**src/csvp_pkg.sv**
```systemverilog
// Package for the CSV row field parser: codes, parse phases, result item type.
// No dependencies; the design files refer to it by scoped names, the test files import it.
`timescale 1ns / 1ps

package csvp_pkg;

	localparam int unsigned DATA_W          = 8;
	localparam int unsigned MODE_W          = 2;
	localparam int unsigned KIND_W          = 3;
	localparam int unsigned ERR_W           = 3;
	localparam int unsigned FNUM_W          = 11;
	localparam int unsigned COLS_W          = 11;
	localparam int unsigned CFG_IDX_W       = 2;
	localparam int unsigned CFG_DATA_W      = 11;
	localparam int unsigned MAX_COLUMNS_DEF = 1024;

	localparam logic [DATA_W-1:0] CH_CR  = 8'd13;
	localparam logic [DATA_W-1:0] CH_LF  = 8'd10;
	localparam logic [DATA_W-1:0] CH_NUL = 8'd0;

	localparam logic [DATA_W-1:0] DELIM_RST    = 8'd44;
	localparam logic [DATA_W-1:0] QUOTE_RST    = 8'd34;
	localparam logic [COLS_W-1:0] EXP_COLS_RST = 11'd0;

	localparam logic [CFG_IDX_W-1:0] REG_DELIM    = 2'd0;
	localparam logic [CFG_IDX_W-1:0] REG_QUOTE    = 2'd1;
	localparam logic [CFG_IDX_W-1:0] REG_EXP_COLS = 2'd2;

	localparam logic [MODE_W-1:0] MODE_DATA = 2'd0;
	localparam logic [MODE_W-1:0] MODE_EOL  = 2'd1;
	localparam logic [MODE_W-1:0] MODE_EOF  = 2'd2;

	localparam logic [KIND_W-1:0] KIND_BYTE = 3'd0;
	localparam logic [KIND_W-1:0] KIND_FEND = 3'd1;
	localparam logic [KIND_W-1:0] KIND_REND = 3'd2;
	localparam logic [KIND_W-1:0] KIND_ERR  = 3'd3;
	localparam logic [KIND_W-1:0] KIND_EOD  = 3'd4;

	localparam logic [ERR_W-1:0] ERR_NONE  = 3'd0;
	localparam logic [ERR_W-1:0] ERR_NULL  = 3'd1;
	localparam logic [ERR_W-1:0] ERR_TOKEN = 3'd2;
	localparam logic [ERR_W-1:0] ERR_QUOTE = 3'd3;
	localparam logic [ERR_W-1:0] ERR_COLS  = 3'd4;

	typedef enum logic [2:0] {
		PH_INITIAL    = 3'd0,
		PH_NEXT       = 3'd1,
		PH_REGULAR    = 3'd2,
		PH_QUOTING    = 3'd3,
		PH_QUOTE_SEEN = 3'd4,
		PH_EXPECT     = 3'd5,
		PH_SKIP       = 3'd6
	} phase_t;

	typedef struct packed {
		logic [DATA_W-1:0] delim;
		logic [DATA_W-1:0] quote;
		logic [COLS_W-1:0] exp_cols;
	} cfg_t;

	typedef struct packed {
		logic [KIND_W-1:0] kind;
		logic [DATA_W-1:0] out_byte;
		logic [FNUM_W-1:0] field_number;
		logic [ERR_W-1:0]  error_code;
		logic              last;
	} res_t;

endpackage

```
**src/csvp_if.sv**
```systemverilog
// Valid/ready channels of the CSV row field parser: input item and result item.
// Depends on csvp_pkg for the field widths.
`timescale 1ns / 1ps

interface csvp_in_if;
	logic                             valid;
	logic                             ready;
	logic [csvp_pkg::MODE_W-1:0]      mode;
	logic [csvp_pkg::DATA_W-1:0]      data_byte;

	modport source (output valid, output mode, output data_byte, input ready);
	modport sink   (input valid, input mode, input data_byte, output ready);
endinterface

interface csvp_out_if;
	logic                             valid;
	logic                             ready;
	logic [csvp_pkg::KIND_W-1:0]      kind;
	logic [csvp_pkg::DATA_W-1:0]      out_byte;
	logic [csvp_pkg::FNUM_W-1:0]      field_number;
	logic [csvp_pkg::ERR_W-1:0]       error_code;
	logic                             last;

	modport source (output valid, output kind, output out_byte, output field_number,
		output error_code, output last, input ready);
	modport sink   (input valid, input kind, input out_byte, input field_number,
		input error_code, input last, output ready);
endinterface

```
**src/csv_row_field_parser.sv**
```systemverilog
// An accepted item is registered in the input register; its results are then written into
// the result queue once the queue has room, and the result port reads the queue.
// Throughput: one item per cycle while each gives at most one result and the queue has room;
// an item with two results needs the single result port for each (queue of four entries).
// Reset (arst_n, asynchronous, active low) clears the phase, field count, held CR,
// queue and input register, and loads the delimiter, quote and column defaults.
`timescale 1ns / 1ps

module csv_row_field_parser #(
	parameter int unsigned MAX_COLUMNS = csvp_pkg::MAX_COLUMNS_DEF
) (
	input  logic                              clk,
	input  logic                              arst_n,
	input  logic                              cfg_we,
	input  logic [csvp_pkg::CFG_IDX_W-1:0]    cfg_index,
	input  logic [csvp_pkg::CFG_DATA_W-1:0]   cfg_wdata,
	csvp_in_if.sink                           in_ch,
	csvp_out_if.source                        out_ch
);

	localparam int unsigned CNT_W = $clog2(MAX_COLUMNS + 1);

	csvp_pkg::cfg_t   cfg_q;
	csvp_pkg::phase_t phase_q;
	logic [CNT_W-1:0] cnt_q;
	logic             held_q;

	logic                          valid_s1;
	logic [csvp_pkg::MODE_W-1:0]   mode_s1;
	logic [csvp_pkg::DATA_W-1:0]   byte_s1;

	csvp_pkg::phase_t phase_nx;
	logic [CNT_W-1:0] cnt_nx;
	logic             held_nx;
	csvp_pkg::res_t   step_res [2];
	logic [1:0]       step_num;
	logic [1:0]       push_n;
	logic             room;
	logic             fire;
	logic             in_acc;

	assign fire        = valid_s1 && room;
	assign in_ch.ready = !valid_s1 || fire;
	assign in_acc      = in_ch.valid && in_ch.ready;
	assign push_n      = fire ? step_num : 2'd0;

	always_ff @(posedge clk or negedge arst_n) begin
		if (!arst_n) begin
			cfg_q.delim    <= csvp_pkg::DELIM_RST;
			cfg_q.quote    <= csvp_pkg::QUOTE_RST;
			cfg_q.exp_cols <= csvp_pkg::EXP_COLS_RST;
		end else if (cfg_we) begin
			unique case (cfg_index)
				csvp_pkg::REG_DELIM:    cfg_q.delim    <= cfg_wdata[csvp_pkg::DATA_W-1:0];
				csvp_pkg::REG_QUOTE:    cfg_q.quote    <= cfg_wdata[csvp_pkg::DATA_W-1:0];
				csvp_pkg::REG_EXP_COLS: cfg_q.exp_cols <= cfg_wdata[csvp_pkg::COLS_W-1:0];
				default: begin
				end
			endcase
		end
	end

	always_ff @(posedge clk or negedge arst_n) begin
		if (!arst_n) begin
			valid_s1 <= 1'b0;
		end else if (in_acc) begin
			valid_s1 <= 1'b1;
		end else if (fire) begin
			valid_s1 <= 1'b0;
		end
	end

	always_ff @(posedge clk) begin
		if (in_acc) begin
			mode_s1 <= in_ch.mode;
			byte_s1 <= in_ch.data_byte;
		end
	end

	// advance the parse state once per item processed from the input register
	always_ff @(posedge clk or negedge arst_n) begin
		if (!arst_n) begin
			phase_q <= csvp_pkg::PH_INITIAL;
			cnt_q   <= '0;
			held_q  <= 1'b0;
		end else if (fire) begin
			phase_q <= phase_nx;
			cnt_q   <= cnt_nx;
			held_q  <= held_nx;
		end
	end

	csvp_step #(
		.MAX_COLUMNS (MAX_COLUMNS)
	) u_step (
		.phase     (phase_q),
		.count     (cnt_q),
		.held      (held_q),
		.mode      (mode_s1),
		.data_byte (byte_s1),
		.cfg       (cfg_q),
		.phase_nx  (phase_nx),
		.count_nx  (cnt_nx),
		.held_nx   (held_nx),
		.res       (step_res),
		.num       (step_num)
	);

	csvp_res_fifo u_res_fifo (
		.clk      (clk),
		.arst_n   (arst_n),
		.push_n   (push_n),
		.push_res (step_res),
		.room     (room),
		.out_ch   (out_ch)
	);

	a_skip_cleared: assert property (@(posedge clk) disable iff (!arst_n)
		(phase_q == csvp_pkg::PH_SKIP) |-> (cnt_q == '0))
		else $error("field count not cleared while skipping a line");

	a_held_regular: assert property (@(posedge clk) disable iff (!arst_n)
		held_q |-> (phase_q == csvp_pkg::PH_REGULAR))
		else $error("carriage return held outside a regular field");

	a_count_sat: assert property (@(posedge clk) disable iff (!arst_n)
		cnt_q <= CNT_W'(MAX_COLUMNS))
		else $error("field count beyond saturation limit");

	a_state_hold: assert property (@(posedge clk) disable iff (!arst_n)
		!fire |=> $stable(phase_q) && $stable(cnt_q) && $stable(held_q))
		else $error("parse state moved without an item");

endmodule

```
**src/csvp_step.sv**
```systemverilog
// Parser transition logic: from the current phase, field count and held CR plus
// one input item, gives the next state and up to two result items. Uses csvp_pkg.
`timescale 1ns / 1ps

module csvp_step #(
	parameter int unsigned MAX_COLUMNS = csvp_pkg::MAX_COLUMNS_DEF
) (
	input  csvp_pkg::phase_t                     phase,
	input  logic [$clog2(MAX_COLUMNS+1)-1:0]     count,
	input  logic                                 held,
	input  logic [csvp_pkg::MODE_W-1:0]          mode,
	input  logic [csvp_pkg::DATA_W-1:0]          data_byte,
	input  csvp_pkg::cfg_t                       cfg,
	output csvp_pkg::phase_t                     phase_nx,
	output logic [$clog2(MAX_COLUMNS+1)-1:0]     count_nx,
	output logic                                 held_nx,
	output csvp_pkg::res_t                       res [2],
	output logic [1:0]                           num
);

	localparam int unsigned CNT_W = $clog2(MAX_COLUMNS + 1);
	localparam int unsigned CMP_W = (CNT_W > csvp_pkg::COLS_W) ? CNT_W : csvp_pkg::COLS_W;
	localparam logic [CNT_W-1:0] CNT_MAX = CNT_W'(MAX_COLUMNS);

	function automatic csvp_pkg::res_t mk_res(
		input logic [csvp_pkg::KIND_W-1:0] kind,
		input logic [csvp_pkg::DATA_W-1:0] bval,
		input logic [CNT_W-1:0]            cval,
		input logic [csvp_pkg::ERR_W-1:0]  err
	);
		csvp_pkg::res_t r;
		r.kind         = kind;
		r.out_byte     = bval;
		r.field_number = (kind == csvp_pkg::KIND_EOD) ? '0 : csvp_pkg::FNUM_W'(cval);
		r.error_code   = err;
		r.last         = 1'b0;
		return r;
	endfunction

	function automatic logic [CNT_W-1:0] inc_sat(input logic [CNT_W-1:0] c);
		return (c < CNT_MAX) ? c + 1'b1 : c;
	endfunction

	logic is_skip;
	logic is_nul;
	logic do_start;
	logic do_expect;
	logic do_close;
	logic take_b;
	logic cols_bad;

	always_comb begin
		phase_nx  = phase;
		count_nx  = count;
		held_nx   = held;
		num       = 2'd0;
		res[0]    = '0;
		res[1]    = '0;
		do_start  = 1'b0;
		do_expect = 1'b0;
		do_close  = 1'b0;
		take_b    = 1'b1;
		cols_bad  = 1'b0;
		is_skip   = (data_byte == csvp_pkg::CH_CR) || (data_byte == csvp_pkg::CH_LF);
		is_nul    = (data_byte == csvp_pkg::CH_NUL);

		if (mode == csvp_pkg::MODE_DATA) begin
			unique case (phase)
				csvp_pkg::PH_INITIAL, csvp_pkg::PH_NEXT: begin
					do_start = 1'b1;
				end
				csvp_pkg::PH_REGULAR: begin
					if (held) begin
						held_nx = 1'b0;
						if (cfg.delim == csvp_pkg::CH_CR) begin
							// held CR was a delimiter: close the field, restart on this byte
							res[num[0]] = mk_res(csvp_pkg::KIND_FEND, '0, count_nx,
								csvp_pkg::ERR_NONE);
							num      = num + 2'd1;
							count_nx = inc_sat(count_nx);
							phase_nx = csvp_pkg::PH_NEXT;
							do_start = 1'b1;
							take_b   = 1'b0;
						end else begin
							res[num[0]] = mk_res(csvp_pkg::KIND_BYTE, csvp_pkg::CH_CR,
								count_nx, csvp_pkg::ERR_NONE);
							num = num + 2'd1;
						end
					end
					if (take_b) begin
						if (data_byte == csvp_pkg::CH_CR) begin
							held_nx = 1'b1;
						end else if (data_byte == cfg.delim) begin
							res[num[0]] = mk_res(csvp_pkg::KIND_FEND, '0, count_nx,
								csvp_pkg::ERR_NONE);
							num      = num + 2'd1;
							count_nx = inc_sat(count_nx);
							phase_nx = csvp_pkg::PH_NEXT;
						end else begin
							res[num[0]] = mk_res(csvp_pkg::KIND_BYTE, data_byte, count_nx,
								csvp_pkg::ERR_NONE);
							num = num + 2'd1;
						end
					end
				end
				csvp_pkg::PH_QUOTING: begin
					if (!is_skip) begin
						if (is_nul) begin
							res[num[0]] = mk_res(csvp_pkg::KIND_ERR, '0, count_nx,
								csvp_pkg::ERR_NULL);
							num      = num + 2'd1;
							phase_nx = csvp_pkg::PH_SKIP;
							count_nx = '0;
							held_nx  = 1'b0;
						end else if (data_byte == cfg.quote) begin
							phase_nx = csvp_pkg::PH_QUOTE_SEEN;
						end else begin
							res[num[0]] = mk_res(csvp_pkg::KIND_BYTE, data_byte, count_nx,
								csvp_pkg::ERR_NONE);
							num = num + 2'd1;
						end
					end
				end
				csvp_pkg::PH_QUOTE_SEEN: begin
					if (data_byte == cfg.quote) begin
						res[num[0]] = mk_res(csvp_pkg::KIND_BYTE, data_byte, count_nx,
							csvp_pkg::ERR_NONE);
						num      = num + 2'd1;
						phase_nx = csvp_pkg::PH_QUOTING;
					end else begin
						res[num[0]] = mk_res(csvp_pkg::KIND_FEND, '0, count_nx,
							csvp_pkg::ERR_NONE);
						num       = num + 2'd1;
						count_nx  = inc_sat(count_nx);
						phase_nx  = csvp_pkg::PH_EXPECT;
						do_expect = 1'b1;
					end
				end
				csvp_pkg::PH_EXPECT: begin
					do_expect = 1'b1;
				end
				default: begin
				end
			endcase

			if (do_start && !is_skip) begin
				if (is_nul) begin
					res[num[0]] = mk_res(csvp_pkg::KIND_ERR, '0, count_nx, csvp_pkg::ERR_NULL);
					num      = num + 2'd1;
					phase_nx = csvp_pkg::PH_SKIP;
					count_nx = '0;
					held_nx  = 1'b0;
				end else if (data_byte == cfg.quote) begin
					phase_nx = csvp_pkg::PH_QUOTING;
				end else if (data_byte == cfg.delim) begin
					res[num[0]] = mk_res(csvp_pkg::KIND_FEND, '0, count_nx, csvp_pkg::ERR_NONE);
					num      = num + 2'd1;
					count_nx = inc_sat(count_nx);
					phase_nx = csvp_pkg::PH_NEXT;
				end else begin
					res[num[0]] = mk_res(csvp_pkg::KIND_BYTE, data_byte, count_nx,
						csvp_pkg::ERR_NONE);
					num      = num + 2'd1;
					phase_nx = csvp_pkg::PH_REGULAR;
				end
			end

			if (do_expect && !is_skip) begin
				if (!is_nul && data_byte == cfg.delim) begin
					phase_nx = csvp_pkg::PH_NEXT;
				end else begin
					res[num[0]] = mk_res(csvp_pkg::KIND_ERR, '0, count_nx,
						is_nul ? csvp_pkg::ERR_NULL : csvp_pkg::ERR_TOKEN);
					num      = num + 2'd1;
					phase_nx = csvp_pkg::PH_SKIP;
					count_nx = '0;
					held_nx  = 1'b0;
				end
			end
		end else if (mode == csvp_pkg::MODE_EOL) begin
			do_close = 1'b1;
		end else if (mode == csvp_pkg::MODE_EOF) begin
			if (phase == csvp_pkg::PH_INITIAL || phase == csvp_pkg::PH_SKIP) begin
				res[num[0]] = mk_res(csvp_pkg::KIND_EOD, '0, count_nx, csvp_pkg::ERR_NONE);
				num      = num + 2'd1;
				phase_nx = csvp_pkg::PH_INITIAL;
				count_nx = '0;
				held_nx  = 1'b0;
			end else if (phase == csvp_pkg::PH_QUOTING) begin
				res[num[0]] = mk_res(csvp_pkg::KIND_ERR, '0, count_nx, csvp_pkg::ERR_QUOTE);
				num      = num + 2'd1;
				phase_nx = csvp_pkg::PH_INITIAL;
				count_nx = '0;
				held_nx  = 1'b0;
			end else begin
				do_close = 1'b1;
			end
		end

		if (do_close) begin
			unique case (phase)
				csvp_pkg::PH_NEXT, csvp_pkg::PH_REGULAR, csvp_pkg::PH_QUOTE_SEEN: begin
					// close the open field, then the row; a held CR is dropped
					res[num[0]] = mk_res(csvp_pkg::KIND_FEND, '0, count_nx, csvp_pkg::ERR_NONE);
					num      = num + 2'd1;
					count_nx = inc_sat(count_nx);
				end
				default: begin
				end
			endcase
			unique case (phase)
				csvp_pkg::PH_INITIAL, csvp_pkg::PH_NEXT, csvp_pkg::PH_REGULAR,
				csvp_pkg::PH_QUOTE_SEEN, csvp_pkg::PH_EXPECT: begin
					cols_bad = (cfg.exp_cols != '0) &&
						(CMP_W'(count_nx) != CMP_W'(cfg.exp_cols));
					if (cols_bad) begin
						res[num[0]] = mk_res(csvp_pkg::KIND_ERR, '0, count_nx,
							csvp_pkg::ERR_COLS);
					end else begin
						res[num[0]] = mk_res(csvp_pkg::KIND_REND, '0, count_nx,
							csvp_pkg::ERR_NONE);
					end
					num      = num + 2'd1;
					phase_nx = csvp_pkg::PH_INITIAL;
					count_nx = '0;
					held_nx  = 1'b0;
				end
				csvp_pkg::PH_SKIP: begin
					phase_nx = csvp_pkg::PH_INITIAL;
					count_nx = '0;
					held_nx  = 1'b0;
				end
				default: begin
				end
			endcase
		end

		// mark the final result of the item
		if (num == 2'd1) begin
			res[0].last = 1'b1;
		end else if (num == 2'd2) begin
			res[1].last = 1'b1;
		end
	end

endmodule

```
**src/csvp_res_fifo.sv**
```systemverilog
// Four-entry result queue: takes up to two result items a cycle, hands out one.
// Uses csvp_pkg and the csvp_out_if channel.
`timescale 1ns / 1ps

module csvp_res_fifo (
	input  logic              clk,
	input  logic              arst_n,
	input  logic [1:0]        push_n,
	input  csvp_pkg::res_t    push_res [2],
	output logic              room,
	csvp_out_if.source        out_ch
);

	csvp_pkg::res_t mem_q [4];
	logic [1:0]     wr_ptr_q;
	logic [1:0]     rd_ptr_q;
	logic [2:0]     count_q;
	logic           pop;

	assign pop  = out_ch.valid && out_ch.ready;
	// registered room check: two free slots whatever the sink does
	assign room = (count_q <= 3'd2);

	assign out_ch.valid        = (count_q != 3'd0);
	assign out_ch.kind         = mem_q[rd_ptr_q].kind;
	assign out_ch.out_byte     = mem_q[rd_ptr_q].out_byte;
	assign out_ch.field_number = mem_q[rd_ptr_q].field_number;
	assign out_ch.error_code   = mem_q[rd_ptr_q].error_code;
	assign out_ch.last         = mem_q[rd_ptr_q].last;

	always_ff @(posedge clk or negedge arst_n) begin
		if (!arst_n) begin
			wr_ptr_q <= '0;
			rd_ptr_q <= '0;
			count_q  <= '0;
		end else begin
			wr_ptr_q <= wr_ptr_q + push_n;
			rd_ptr_q <= rd_ptr_q + {1'b0, pop};
			count_q  <= count_q + {1'b0, push_n} - {2'b00, pop};
		end
	end

	always_ff @(posedge clk) begin
		if (push_n != 2'd0) begin
			mem_q[wr_ptr_q] <= push_res[0];
		end
		if (push_n == 2'd2) begin
			mem_q[wr_ptr_q + 2'd1] <= push_res[1];
		end
	end

	a_count_bound: assert property (@(posedge clk) disable iff (!arst_n)
		count_q <= 3'd4)
		else $error("result queue count out of range");

	a_push_room: assert property (@(posedge clk) disable iff (!arst_n)
		(push_n != 2'd0) |-> room)
		else $error("result pushed without room");

	a_push_max: assert property (@(posedge clk) disable iff (!arst_n)
		push_n != 2'd3)
		else $error("more than two results pushed");

endmodule

```
**src/flat_wrapper.sv**
```systemverilog
// flat-port wrapper written by rule: the top's interface ports become plain ports
module csv_row_field_parser_flat 
#(
	parameter int unsigned MAX_COLUMNS = csvp_pkg::MAX_COLUMNS_DEF
)
  (clk, arst_n, cfg_we, cfg_index, cfg_wdata, in_ch_valid, in_ch_mode, in_ch_data_byte, in_ch_ready, out_ch_valid, out_ch_kind, out_ch_out_byte, out_ch_field_number, out_ch_error_code, out_ch_last, out_ch_ready);
  csvp_in_if in_ch_i ();
  csvp_out_if out_ch_i ();
  input  logic clk;
  input  logic arst_n;
  input  logic cfg_we;
  input  logic [csvp_pkg::CFG_IDX_W-1:0] cfg_index;
  input  logic [csvp_pkg::CFG_DATA_W-1:0] cfg_wdata;
  input wire logic [$bits(in_ch_i.valid)-1:0] in_ch_valid;
  input wire logic [$bits(in_ch_i.mode)-1:0] in_ch_mode;
  input wire logic [$bits(in_ch_i.data_byte)-1:0] in_ch_data_byte;
  output wire logic [$bits(in_ch_i.ready)-1:0] in_ch_ready;
  output wire logic [$bits(out_ch_i.valid)-1:0] out_ch_valid;
  output wire logic [$bits(out_ch_i.kind)-1:0] out_ch_kind;
  output wire logic [$bits(out_ch_i.out_byte)-1:0] out_ch_out_byte;
  output wire logic [$bits(out_ch_i.field_number)-1:0] out_ch_field_number;
  output wire logic [$bits(out_ch_i.error_code)-1:0] out_ch_error_code;
  output wire logic [$bits(out_ch_i.last)-1:0] out_ch_last;
  input wire logic [$bits(out_ch_i.ready)-1:0] out_ch_ready;
  assign in_ch_i.valid = in_ch_valid;
  assign in_ch_i.mode = in_ch_mode;
  assign in_ch_i.data_byte = in_ch_data_byte;
  assign in_ch_ready = in_ch_i.ready;
  assign out_ch_valid = out_ch_i.valid;
  assign out_ch_kind = out_ch_i.kind;
  assign out_ch_out_byte = out_ch_i.out_byte;
  assign out_ch_field_number = out_ch_i.field_number;
  assign out_ch_error_code = out_ch_i.error_code;
  assign out_ch_last = out_ch_i.last;
  assign out_ch_i.ready = out_ch_ready;
  csv_row_field_parser #(.MAX_COLUMNS(MAX_COLUMNS)) u_core (.clk(clk), .arst_n(arst_n), .cfg_we(cfg_we), .cfg_index(cfg_index), .cfg_wdata(cfg_wdata), .in_ch(in_ch_i), .out_ch(out_ch_i));
endmodule
```
**config.mk**
```make
export PLATFORM = sky130hd
export DESIGN_NAME = csv_row_field_parser_flat
export DESIGN_NICKNAME = d
export VERILOG_FILES = /design/src/csvp_pkg.sv /design/src/csvp_if.sv /design/src/csv_row_field_parser.sv /design/src/csvp_step.sv /design/src/csvp_res_fifo.sv /design/src/flat_wrapper.sv
export SDC_FILE = /design/constraint.sdc
export NUM_CORES = 1
export LEC_CHECK = 0
export BUFFER_PORTS_ARGS = -buffer_cell sky130_fd_sc_hd__buf_2
export CORE_MARGIN = 10
export CORE_UTILIZATION = 23
export CTS_CLUSTER_DIAMETER = 60
export DETAILED_ROUTE_END_ITERATION = 12
export PLACE_DENSITY = 0.44
export SYNTH_ARGS = -nofsm -noshare
export SYNTH_HDL_FRONTEND = slang
export SYNTH_SLANG_ARGS = --single-unit
```
**constraint.sdc**
```tcl
create_clock -name clk -period 10.9 [get_ports clk]
set_clock_uncertainty 0.05 [all_clocks]
set_input_delay 0 -clock clk [delete_from_list [all_inputs] [get_ports clk]]
set_output_delay 0 -clock clk [all_outputs]
set_load 0.02 [all_outputs]
```
* After elaboration in Yosys (flattened, before gate mapping)
Memories as Yosys holds them, arrays and structs flattened.
Cells that the tools add are included.
** Storage, ports and cells
- Memories :: 1
- Flip-flop bits (word level) :: 60
- Memory bits (writable) :: 104
- Input port bits :: 28
- Output and inout bits :: 28
** Memories
- u_core.u_res_fifo.mem_q :: depth 4, bits a word 26, read ports 1, clocked after Yosys merged registers in 0, wr ports 2, RTL line csvp_res_fifo.sv:14 : csvp_pkg::res_t mem_q [4];
** Operators by class
- Equality and inequality tests :: 19
- Reduce and logical (&&, ||, !) cells :: 33
- $add $sub $neg :: 14
- Bitwise logic cells :: 5
- Mux-type cells :: 177
- Magnitude comparators :: 15
** Operator list (count)
- two-way mux 52 bit :: 15
- bitwise mux 52 bit :: 9
- two-way mux 26 bit :: 15
- two-way mux 11 bit :: 31
- demux 26 bit (select 1 bit) :: 5
- case mux 26 bit (3 select lines) :: 1
- two-way mux 25 bit :: 3
- two-way mux 24 bit :: 3
- two-way mux 3 bit :: 20
- two-way mux 1 bit :: 46
- adder 11 x 1 -> 11 bit, second input constant :: 4
- less-than comparator 11 bit, second input constant :: 4
- two-way mux 2 bit :: 22
- case mux 11 bit (3 select lines) :: 1
- == test 8 x 4 -> 1 bit, second input constant :: 3
- two-way mux 23 bit :: 1
- == test 8 bit :: 2
- adder 2 x 1 -> 2 bit, second input constant :: 6
- logical AND 1 bit :: 12
- inequality test 11 bit :: 1
- nonzero test 11 bit :: 1
- >= comparator 2 bit, second input constant :: 5
- less-than comparator 2 x 1 -> 1 bit, second input constant :: 5
- NOT 1 -> 2 bit :: 5
- 25 further kinds :: 43

* Depth between registers and ports, before layout
- Word-level depth :: 34
- Mapped depth :: 24

* Modules after synthesis
A second synthesis with hierarchy kept.
** Second synthesis, totals
- Cells, all modules :: 1162
- Area, all modules :: 12215.5 um^2
** By module, submodules not included
- csvp_res_fifo :: times used 1, cells an instance 293, area an instance 5467.7 um^2
- csvp_step :: times used 1, cells an instance 763, area an instance 4804.6 um^2
- csv_row_field_parser :: times used 1, cells an instance 106, area an instance 1943.1 um^2

* Worst setup path before layout
Ideal clock, no wire load.
- Path type :: flip-flop to flip-flop
- From :: register u_core.byte_s1[5] (netlist name)
- To :: memory u_core.u_res_fifo.mem_q[1][0] (netlist name) (enable)
- Required time :: 10401 ps
- Library setup time :: 449 ps
- Stages on the path, launching flop included :: 18
- Clock period less this slack :: 6050 ps
- Path slack :: 4850 ps
- Arrival :: 5551 ps
- Cells stage by stage :: edfxtp_1 clkbuf_1 nor4_4 and2_1 inv_2 buf_2 ha_1 o21ai_1 and2_1 clkbuf_1 nor3_2 a21oi_1 xnor2_1 a21oi_2 xnor2_1 o22ai_1 inv_1 a211oi_1
** RTL lines
- start, declared :: RTL line csv_row_field_parser.sv:30 : logic [csvp_pkg::DATA_W-1:0] byte_s1;
- start signal, assigned :: RTL line csv_row_field_parser.sv:76 : byte_s1 <= in_ch.data_byte;
- end, declared :: RTL line csvp_res_fifo.sv:14

==> results.md <==
- WL per Instance: 23.77 µm
- Maximum VDD drop: 0.00008933 V
- Seq cells post-synth: 164
- Hold crit path type: in -> reg
- Synth Instances: 1219
- RR Endpoint: u_core.u_res_fifo.mem_q[2][23]
- Pin count of the biggest net entering global routing: 51
- Vias in the first global route: 10423
- Diodes inserted: 0
- Worst slew pin tran: 1.243 ns
- Full die area: 61190 µm²
- Grt total ovfl: 0
- Cell-internal power: 0.001774 W
- R2R depth: 21
- Comb pwr share: 0.518
- Ys async rst share: 0.3049
- Max Cap Violations: 0
- Layout net count: 1298
- Most frequent cell after synthesis: edfxtp_1
- Sequential power share: 0.305
- Startpoint Class: flip-flop
- Crit path cell chain: or4_1, nor3_4, nand2_1, xnor2_1, ha_1, nand3_1, a211oi_1, nand4_1, nor4_1, a211oi_1, mux2i_1, a221oi_1, inv_1, ha_1, xor2_1, nor3_1, o22ai_1, nor4b_2, nand4_2, nor3_4, o22ai_1
- CP required: 11.05 ns
- Pwr/cell area: 246.1 nW/µm²
- Final setup fails: 0
- Layout cells sized above 1: 0.1777
- Area contributors post-synth: edfxtp_1 29%, dfrtp_1 9.5%, mux4_2 4.9%, mux2_2 3.7%, xnor2_1 3.5%
- Clock buffer depth: 2
- Syn avg cell area: 9.754 µm²
- Area share of the largest cell type after synthesis: 0.2879
- Sw power: 0.001611 W
- Yosys warnings: 0
- Number of synthesized flops with an enable pin: 114
- Via count: 10375
- Mapped Nets: 1258
- Crit path DAT: 6.90 ns
- CTS Sinks: 164
- Reg2reg start: u_core.cfg_q[23]
- Crit path largest cell delay: 0.77 ns
- H-tree levels: 4
- Top Ports: 56
- DRT Wirelength: 46400 µm
- RSZ-0062 raised after global routing: false
- WS Path Type: reg -> reg
- TritonCTS buffer count: 17
- DIE HEIGHT: 247.4 µm
- Fin cells: 1952
- Antenna-violating nets left: 0
- Initial antenna violation count: 0
- First-pass GRT wire length: 69510 µm
- Fin crit period: 6.751 ns
- P&R area growth vs syn: 15.69%
- IO buf count: 55
- TNS Setup: 0 ns
- Residual DRC count: 0
- GR Util All Layers: 0.1506
- Placed insts: 1896
- Dominant synthesized flop cell: edfxtp_1
- DR pass1 iterations: 8
- Die width: 247.4 µm
- Post-Syn Area: 11890 µm²
- Area leader, netlist: edfxtp_1
- Leakage: 4.909 nW
- Core Footprint: 51300 µm²
- Hpwl dp: 34900 µm
- Max Transition Viols Final: 0
- Final Wtd Congestion: 0.9827
- Register-to-register setup slack: 4.15 ns
- Post-synthesis sequential area ratio: 0.3937
- Slowest CP cell: or4_1
- Clk root buf: clkbuf_16
- Endpoint class of the critical path: flip-flop
- Clock share of power: 0.177
- Final Core Density: 0.2681
- Crit Path Max Fanout: 9
- Run status: completed
- Rel. slew slack: 0.1638
- Initial Util: 0.2318
- Final Hold Violating Endpoints: 0
- Vias/cell: 5.315
- Worst Setup EP: u_core.u_res_fifo.mem_q[2][23]
- Row count: 83
- Distinct cells, synth: 97
- Most instantiated cells after synthesis: 114 x edfxtp_1, 109 x nand2_1, 85 x nor2_1
- First DRT Iteration DRCs: 958
- CTS tree: done
- Post-cts repair resize count: 0
- Crit path from: u_core.cfg_q[23]
- Clock insertion delay at the later pin of the skew report: 0.46 ns
- Fmax: 0.1481 GHz
- Switching Fraction: 0.4758
- Fin crit share: 0.6194
- Clk slew on worst S/H paths: 0.07 ns
-- worst max-delay path, delay by kind of cell, from the launching register on --
kind	cells	cell delay [ns]
AO/OA/AOI/OAI	5	1.25
adder cells (fa/ha/maj)	2	0.70
XOR/XNOR	2	0.47
buffers and inverters	1	0.22
AND/OR/NAND/NOR	10	3.21
flip-flops	1	0.41
multiplexers	1	0.18
-- placed cells by master, fill, tap and decap left out, types with 15 or more instances in the layout --
cell,count
edfxtp_1,114
nand2_1,109
nor2_1,84
o21ai_0,81
a21oi_1,66
buf_2,55
xnor2_1,47
dfrtp_1,43
mux2i_1,41
mux2_2,39
nor3_1,32
nand3_1,31
inv_1,28
buf_4,28
nor2b_1,27
xor2_1,26
mux4_2,26
dlygate4sd3_1,24
nor4_1,20
o211ai_1,17
clkbuf_16,17
and2_1,15
-- per-stage QoR --
stage	instance area [µm²]	hold slack, ns	power, W	worst slack (ns)
3_3_place_gp	12930	0.1275	0.002789	4.412
2_1_floorplan	11890	-0.3456	0.002169	4.850
5_1_grt	13760	0.06381	0.003596	3.824
6_report	13760	0.03034	0.003385	4.149
4_1_cts	13760	0.02999	0.003399	4.264
3_5_place_dp	12930	0.1297	0.002786	4.299
-- final cells by class --
type / instances / area [µm²]
Inverter: 30 / 112.6
Clock buffer: 17 / 425.4
Timing Repair Buffer: 107 / 725.7
Sequential cell: 164 / 4683
Multi-Input combinational cell: 939 / 6794
Fill cell: 5467 / 37550
Tap cell: 680 / 850.8
Clock inverter: 15 / 163.9
-- flip-flops by register name, summed over array words and instances (netlist names), 2 cells and up --
signal                      flops
u_core.u_res_fifo.wr_ptr_q      2
u_core.u_res_fifo.count_q       3
u_core.cnt_q                   11
u_core.phase_q                  3
u_core.u_res_fifo.mem_q       104
u_core.u_res_fifo.rd_ptr_q      2
u_core.mode_s1                  2
u_core.cfg_q                   27
u_core.byte_s1                  8
-- power by group through the flow --
stage          combinational, W  sequential [W]  clock (W)
2_1_floorplan           0.00124        0.000934          0
3_3_place_gp            0.00175         0.00104          0
3_5_place_dp            0.00174         0.00105          0
4_1_cts                 0.00175         0.00103   0.000615
5_1_grt                 0.00190         0.00105   0.000641
6_report                0.00175         0.00103   0.000599
-- timing repair --
| item | 4_1_cts | 5_1_grt |
|---|---|---|
| endpoints found under the hold margin | 84 | 0 |
| endpoints found under the setup margin | 0 | 0 |
| setup buffers | 0 | 0 |
| hold buffers | 24 | 0 |
-- worst min path at each step --
stage	from	to	slack, ns	depth (start not counted)
5_1_grt	cfg_index[1]	u_core.cfg_q[19]	0.06	3
6_report	cfg_index[0]	u_core.cfg_q[19]	0.03	3
2_1_floorplan	arst_n	u_core.cfg_q[0]	-0.35	0
3_5_place_dp	in_ch_data_byte[6]	u_core.byte_s1[6]	0.13	1
3_3_place_gp	in_ch_data_byte[5]	u_core.byte_s1[5]	0.13	1
4_1_cts	cfg_index[1]	u_core.cfg_q[19]	0.03	3
-- cell families after synthesis --
logic type | share of synthesized area
AO/OA/AOI/OAI | 0.1910
multiplexers | 0.1207
AND/OR/NAND/NOR | 0.1896
flip-flops | 0.3937
XOR/XNOR | 0.05377
adder cells (fa/ha/maj) | 0.01221
buffers and inverters | 0.03904
-- routing by layer --
layer | share of wire | global-route usage | vias to the layer above
met5 | 0 | 0 | -
met1 | 0.44 | 0.1978 | 5127
met2 | 0.47 | 0.2410 | 436
met3 | 0.066 | 0.02860 | 75
met4 | 0.032 | 0.05845 | 0
li1 | - | - | 4737
(Power assumes the default switching activity.)
